<file path="src/hw/rtl/obb_pkg.sv">
// Shared types, constants and helpers for the oriented-box overlap test.
// Used by obb_front, obb_back and obb_overlap_test_2d_core. No dependencies.
`default_nettype none

package obb_pkg;

  localparam int unsigned QUEUE_DEPTH = 2;
  localparam int unsigned UNIT_W      = 18;
  localparam int unsigned HALF_W      = 31;
  localparam logic [HALF_W-1:0] SAT_MAX = {HALF_W{1'b1}};

  typedef struct packed {
    logic                     is_second;
    logic signed [31:0]       center_x;
    logic signed [31:0]       center_y;
    logic signed [31:0]       axis_u_x;
    logic signed [31:0]       axis_u_y;
    logic signed [31:0]       axis_v_x;
    logic signed [31:0]       axis_v_y;
    logic [HALF_W-1:0]        half_u;
    logic [HALF_W-1:0]        half_v;
  } box_t;

  typedef struct packed {
    logic valid;
    box_t data;
  } queue_head_t;

  typedef enum logic [3:0] {
    ST_IDLE,
    ST_SQ0,
    ST_SQ1,
    ST_SQ2,
    ST_SQRT,
    ST_DIVX,
    ST_DIVY,
    ST_SIGN,
    ST_STORE,
    ST_PROJ,
    ST_DONE
  } back_state_t;

  function automatic logic [31:0] mag32(input logic signed [31:0] v);
    logic [31:0] r;
    r = v[31] ? 32'(-v) : 32'(v);
    return r;
  endfunction

  function automatic logic [HALF_W-1:0] abs_half(input logic signed [31:0] v);
    logic [31:0] m;
    m = mag32(v);
    return m[31] ? SAT_MAX : m[HALF_W-1:0];
  endfunction

endpackage

`default_nettype wire

</file>
<file path="src/hw/rtl/obb_front.sv">
// Input stage: accepts box transfers, takes the absolute half extents and
// queues the boxes for the back end. Depends on obb_pkg.
`default_nettype none

module obb_front #(
  parameter int unsigned Depth = obb_pkg::QUEUE_DEPTH
) (
  input  wire logic                clk,
  input  wire logic                rst_n,
  input  wire logic                in_tvalid,
  output logic                     in_tready,
  input  wire logic [255:0]        in_tdata,
  input  wire logic [0:0]          in_tuser,
  output obb_pkg::queue_head_t     head,
  input  wire logic                pop
);
  import obb_pkg::*;

  localparam int unsigned PtrW = $clog2(Depth);
  localparam int unsigned CntW = $clog2(Depth + 1);

  box_t            mem_r [Depth];
  logic [PtrW-1:0] wr_ptr_r, rd_ptr_r;
  logic [CntW-1:0] count_r;
  logic            push, do_pop;
  box_t            item;

  assign in_tready = (count_r != CntW'(Depth));
  assign push      = in_tvalid && in_tready;
  assign do_pop    = pop && (count_r != '0);

  always_comb begin
    item.is_second = in_tuser[0];
    item.center_x  = $signed(in_tdata[31:0]);
    item.center_y  = $signed(in_tdata[63:32]);
    item.axis_u_x  = $signed(in_tdata[95:64]);
    item.axis_u_y  = $signed(in_tdata[127:96]);
    item.axis_v_x  = $signed(in_tdata[159:128]);
    item.axis_v_y  = $signed(in_tdata[191:160]);
    item.half_u    = abs_half($signed(in_tdata[223:192]));
    item.half_v    = abs_half($signed(in_tdata[255:224]));
  end

  always_ff @(posedge clk) begin
    if (push) begin
      mem_r[wr_ptr_r] <= item;
    end
  end

  always_ff @(posedge clk) begin
    if (!rst_n) begin
      wr_ptr_r <= '0;
      rd_ptr_r <= '0;
      count_r  <= '0;
    end else begin
      if (push) begin
        wr_ptr_r <= (wr_ptr_r == PtrW'(Depth - 1)) ? '0 : wr_ptr_r + 1'b1;
      end
      if (do_pop) begin
        rd_ptr_r <= (rd_ptr_r == PtrW'(Depth - 1)) ? '0 : rd_ptr_r + 1'b1;
      end
      if (push && !do_pop) begin
        count_r <= count_r + 1'b1;
      end else if (!push && do_pop) begin
        count_r <= count_r - 1'b1;
      end
    end
  end

  assign head.valid = (count_r != '0);
  assign head.data  = mem_r[rd_ptr_r];

endmodule

`default_nettype wire

</file>
<file path="config.mk">
export PLATFORM = sky130hd
export DESIGN_NAME = obb_front
export DESIGN_NICKNAME = d
export VERILOG_FILES = /design/src/hw/rtl/obb_pkg.sv /design/src/hw/rtl/obb_front.sv
export SDC_FILE = /design/constraint.sdc
export NUM_CORES = 1
export LEC_CHECK = 0
export ABC_AREA = 1
export BUFFER_PORTS_ARGS = -buffer_cell sky130_fd_sc_hd__buf_2
export CAP_MARGIN = 20
export CORE_AREA = 2 2 199 201
export DETAILED_ROUTE_END_ITERATION = 10
export DIE_AREA = 0 0 201 203
export PLACE_DENSITY = 0.81
export SETUP_SLACK_MARGIN = 0.15
export SLEW_MARGIN = 0
export SYNTH_ARGS = -nofsm -noshare
export SYNTH_HDL_FRONTEND = slang
export SYNTH_SLANG_ARGS = --single-unit
</file>
<file path="constraint.sdc">
create_clock -name clk -period 30 [get_ports clk]
set_input_delay 0 -clock clk [delete_from_list [all_inputs] [get_ports clk]]
set_output_delay 0 -clock clk [all_outputs]
set_load 0.02 [all_outputs]
</file>
==> impl_metrics.ini, run 1 <==
[setup_path]
slowest_delay_ps = 870
crit_path_start_kind = flop
path_cells = buf_4 > buf_4 > mux2_2 > buf_2
r2r_start = count_r[0]
r2r_setup_slack_ps = 26240
worst_path_most_repeated_cell = buf_4
arrival_ps = 3830
rr_endpoint = mem_r[1][119]
worstSetupPathType = flop to output port
worstPathRequired_ps = 30000
crit_fanout = 68
critPathCaptureType = output port
reg2reg_depth = 6
cp_slowest_cell = buf_4

[sta]
slew_headroom_pct = 26.9
fin_ws_ps = 26170
fin_crit_ps = 3830
fin_setup_tns_ps = 0
post-route-period-util_pct = 12.8
hold_viol_final = 0
worst_slew_pin_slew_ps = 1100
slew_violations = 0
fmax_ghz = 0.261
fin_worst_skew_ps = 14.3
rsz0062_at_grt = false
setup_viol = 0

[cells_and_area]
final_cells = 2650
final_common_cell = buf_2
seqCellArea_um2 = 15400
area_growth_pct = 34.3
drive_above_1_share_pct = 43.5
nets = 2350
fill_cells = 2223
layout_common_cells = buf_2 (517), edfxtp_1 (510), dlygate4sd3_1 (260)
final_util_pct = 73.6
multi_input_area_um2 = 5240

[pwr]
powerDensity_nw_per_um2 = 75.1
irDropWorstVdd_v = 0.0000631
power_mw = 2.13
leakage_nw = 11.0

[routing]
route.met3.wl_um = 4470
drt.antenna.violating_nets = 0
vias_per_cell = 5.43
wl_met2_um = 31200
drtIter0Drc = 1160
wl_per_cell_um = 22.4
drc = 0
vias = 14397
top_layer = met5
dr.pass1.iters = 5
routed_wirelength_um = 59200
m1WireLength_um = 21400

[global_routing]
grt-ovfl-total = 0
grt_max_degree = 81
grt_pass1_wl_um = 88300
grt.total_usage_pct = 28.6
antenna_found_initial = 10
first_global_vias = 14984

[die]
fp.coreArea_um2 = 38500
io_pins = 518
dieArea_um2 = 40800
initial_utilization_pct = 54.8
die_x_um = 201
die_y_um = 203
fp-row-count = 72

[hold_path]
hold_end = mem_r[1][54]
worstHoldPathType = input pin to flop
min_from = in_tdata[223]
worstHoldPathCells = 4

[synth]
synth_seq_cells = 515
synth.distinct_cells = 35
ys_seq_area_share_pct = 73.1
synth_area_um2 = 21100
synth_nets = 1552
yosys_warnings = 0
netlist_instances = 1286
syn_area_per_cell_um2 = 16.4

[clock_tree]
h-tree-depth = 2
clock_latency_ps = 570
post_cts_buffers = 0
clk_pin_slew_ps = 50
numCtsBuffers = 49
cts_max_path_buffers = 3
numClockSinks = 515
ctsRootBufferMaster = clkbuf_16
cts_tree = done

[flow_run]
maxCapViolations = 0

[status]
status = finished, final reports clean

[place]
pre_cts_ws_ps = 26300
hpwl_um = 35000
place_congestion = 0.884
dp_cells = 2291
portBuffers = 517
[critical path: cells and delay by family, from the launching register on]
kind	cells	cell delay, ps
buffers and inverters	3	1860
flip-flops	1	760
multiplexers	1	430
[worst max path at each step]
stage	endpoint	startpoint	depth (start not counted)	slack [ps]
global route	head[77]	flop	4	26030
global placement	mem_r[0][111]	count_r[0]	6	26150
detailed placement	mem_r[1][74]	count_r[0]	6	26300
floorplan	mem_r[1][0]	count_r[0]	4	17860
finish	head[32]	flop	4	26170
CTS	head[80]	flop	4	26240
[metrics by stage]
stage	hold WS, ps	cell area (µm²)
after floorplan	98.9	21100
after global placement	187	24200
after detailed placement	191	24200
after CTS	34.7	28300
after global routing	86.5	28300
final	82.7	28300
[layout make-up]
cell class                 count  area share (%)
antenna                       10          0.0883
clock inverter                20           0.614
timing repair buffer         787            18.6
sequential                   515            54.4
multi-input combinational    678            18.5
tap                          518            2.29
clock buffer                  69            4.74
inverter                      53           0.702
[layer usage]
layer	track usage, %	vias to the layer above
met2	51.5	796
met1	33.5	7083
met3	5.57	134
met5	0	-
met4	12.0	2
li1	-	6382
[synth_stat cells, drive strengths merged]
library cell	instances	area, µm²
nand3b	4	42.5
buf	40	245
o31ai	2	15.0
a21o	4	30.0
inv	53	199
xnor2	5	43.8
ha	5	62.6
dfxtp	5	100
edfxtp	510	15300
xor2	14	123
nand3	91	661
nor2	99	482
o21ai	18	93.8
o211ai	2	20.0
nand2	155	609
a21oi	8	40.0
mux2	255	2870
or2	6	37.5
o21bai	1	7.51
nand4	9	86.3
[kinds of logic after synthesis]
group / count (synthesis) / synth area share [%]
buffers and inverters: 93 / 2.11
adder cells (fa/ha/maj): 5 / 0.297
AO/OA/AOI/OAI: 35 / 0.979
flip-flops: 515 / 73.1
AND/OR/NAND/NOR: 364 / 9.10
XOR/XNOR: 19 / 0.789
multiplexers: 255 / 13.6
[power by group]
group | internal (mW) | switching (mW)
clock network | 0.337 | 0.260
registers | 0.916 | 0.0359
logic | 0.217 | 0.363
total | 1.47 | 0.658
[flip-flops by register name (all words and copies together), names as in the netlist, named ones only]
register / count
mem_r: 510
wr_ptr_r: 1
count_r: 2
rd_ptr_r: 1
[what timing repair did]
action | in CTS | in global routing
endpoints found under the setup margin | 0 | 0
hold buffers | 260 | 0
hold endpoints to repair | 515 | 0
gates resized for setup | 0 | 0
No activity file was read; power rests on OpenSTA's default activity.
==> run 2, diff against run 1 <==
CORE_AREA = unset   (was 2 2 199 201)
CORE_UTILIZATION = 54   (was unset)
DIE_AREA = unset   (was 0 0 201 203)
clock period = 3.6 ns   (was 30 ns; I/O delays follow)
==> run 2 against run 1 <==
Net effect: critical path type unchanged; total power rose to 8.4 times the previous value; clock skew grew 12 ps; design area grew 0.87%; sequential share of layout area down 0.47 points; non-clock buffer count increased by 6; final cell count up 0.45%; via count shrank 1.2%; global-route usage is 0.10 points lower; critical endpoint is now head[187]; clock-buffer cell count is 7 lower; sequential power grew to 8.3 times the previous value; flip-flop and latch count unchanged; register-to-register slack lost 25000 ps.
==> impl_metrics.ini, run 2 (same netlist as run 1, synthesis figures left out) <==
[status]
status = finished, final reports clean

[routing]
routed_wirelength_um = 60100
drt.antenna.violating_nets = 0
vias_per_cell = 5.34
drtIter0Drc = 996
wl_per_cell_um = 22.6
drc = 0
dr.pass1.iters = 5
vias = 14221

[cells_and_area]
largest_register = mem_r
final_common_cell = buf_2
nets = 2358
final_cells = 2662
final_area_um2 = 28600
area_growth_pct = 35.5
largest_reg_flops = 510
drive_above_1_share_pct = 44.1
layout_common_cells = buf_2 (517), edfxtp_1 (510), dlygate4sd3_1 (262)
fill_cells = 2284
reg.largest.list = mem_r: 510 flops, count_r: 2 flops

[place]
portBuffers = 517
dp_cells = 2295
place_area_um2 = 24300
hpwl_um = 34500
place_congestion = 0.871

[clock_tree]
numCtsBuffers = 51
h-tree-depth = 2
clock_latency_ps = 590
post_cts_buffers = 0
ctsRootBufferMaster = clkbuf_16
clk_pin_slew_ps = 60
cts_max_path_buffers = 3
cts_tree = done
numClockSinks = 515

[pwr]
leakage_nw = 11.1
powerDensity_nw_per_um2 = 629
power_frac_clock_pct = 28.5
power_frac_seq_pct = 44.1
switchingPower_mw = 5.67
switching_share_pct = 31.5
power_frac_comb_pct = 27.4
irDropWorstVdd_v = 0.000550
p_int_mw = 12.3

[sta]
fmax_ghz = 0.383
fin_crit_ps = 2610
setup_viol = 0
worst_slew_pin_slew_ps = 841
fin_worst_skew_ps = 26.4
post-route-period-util_pct = 72.5
slew_violations = 0
hold_viol_final = 0
slew_headroom_pct = 43.9
fin_setup_tns_ps = 0
rsz0062_at_grt = false

[die]
die_x_um = 200
initial_utilization_pct = 54.7
io_pins = 518
fp.coreArea_um2 = 38600
fp-row-count = 72
dieArea_um2 = 39800
die_y_um = 200

[global_routing]
met3_usage_pct = 7.07
antenna_found_initial = 10
first_global_vias = 14753
grt-ovfl-total = 0
grt.total_usage_pct = 28.5
grt_pass1_wl_um = 83700
use_met2_pct = 50.7
grt_max_degree = 103
grt_util_met1_pct = 31.4
gr-max-usage-layer = met2

[hold_path]
worstHoldPathType = input pin to flop

[setup_path]
crit_path_start_kind = flop
worstSetupPathType = flop to output port
crit_fanout = 55
worstPathRequired_ps = 3600
critPathCaptureType = output port
arrival_ps = 2610

[flow_run]
maxCapViolations = 0
==> run 2: changes by cell type in the layout (fill, tap and decap cells not counted), moves of 2 or more <==
cell,change
clkbuf_8,-2
clkbuf_16,+2
clkinv_2,+4
buf_12,+9
clkinv_1,+3
diode_2,+2
buf_4,-5
clkinvlp_4,+2
nand2_4,+2
clkinv_4,+2
dlygate4sd3_1,+2
nand2_1,-2
clkbuf_1,-7
==> run 2: layout make-up <==
cell class / instances / area [µm²] / share of cell area [%]
Sequential cell: 515 / 15400 / 54.0
Timing Repair Buffer: 793 / 5440 / 19.0
Multi-Input combinational cell: 678 / 5260 / 18.4
Clock buffer: 62 / 1340 / 4.69
Tap cell: 518 / 648 / 2.27
Clock inverter: 31 / 241 / 0.845
Inverter: 53 / 199 / 0.696
Antenna cell: 12 / 30.0 / 0.105
==> run 2: final timing paths <==
check | startpoint | endpoint | slack [ps] | cells past startpoint
setup reg to reg | count_r[0] | count_r[0] | 1210 | 9
setup / recovery | flop | head[187] | 990 | 3
hold reg to reg | rd_ptr_r | flop | 470 | 2
hold / removal | in_tdata[223] | mem_r[0][32] | 90 | 2
==> run 2: routing by layer <==
layer  share of wire [%]  wire length, µm
met1                  36            21500
met4                 4.5             2740
met2                  52            31000
met3                 8.1             4880
met5                   0                0
==> run 2: repair_timing <==
item | in CTS | in global routing
endpoints found under the hold margin | 524 | 0
hold buffers | 262 | 0
resized for setup | 0 | 0
==> run 2: power by group through the flow <==
stage	registers [mW]	clock network (mW)	logic, mW
floorplan	7.96	0	3.00
global placement	7.94	0	4.46
detailed placement	7.99	0	4.51
CTS	7.87	5.06	4.80
global route	7.98	5.38	5.17
finish	7.92	5.13	4.93
==> run 2: worst max-delay path, stage by stage, from the launching register on <==
cell and delay, ps:
dfxtp_4 870, buf_4 510, mux2_2 430, buf_2 170
==> run 2: stage by stage <==
stage | utilization, % | setup WS, ps | hold WS (ps) | power [mW]
after floorplan | - | -1140 | 98.9 | 11.0
after global placement | 63.1 | 1680 | 187 | 12.4
after detailed placement | 63.1 | 1680 | 192 | 12.5
after CTS | 74.0 | 1030 | 39.3 | 17.7
after global routing | 74.1 | 900 | 77.6 | 18.5
final | 74.1 | 989 | 85.7 | 18.0
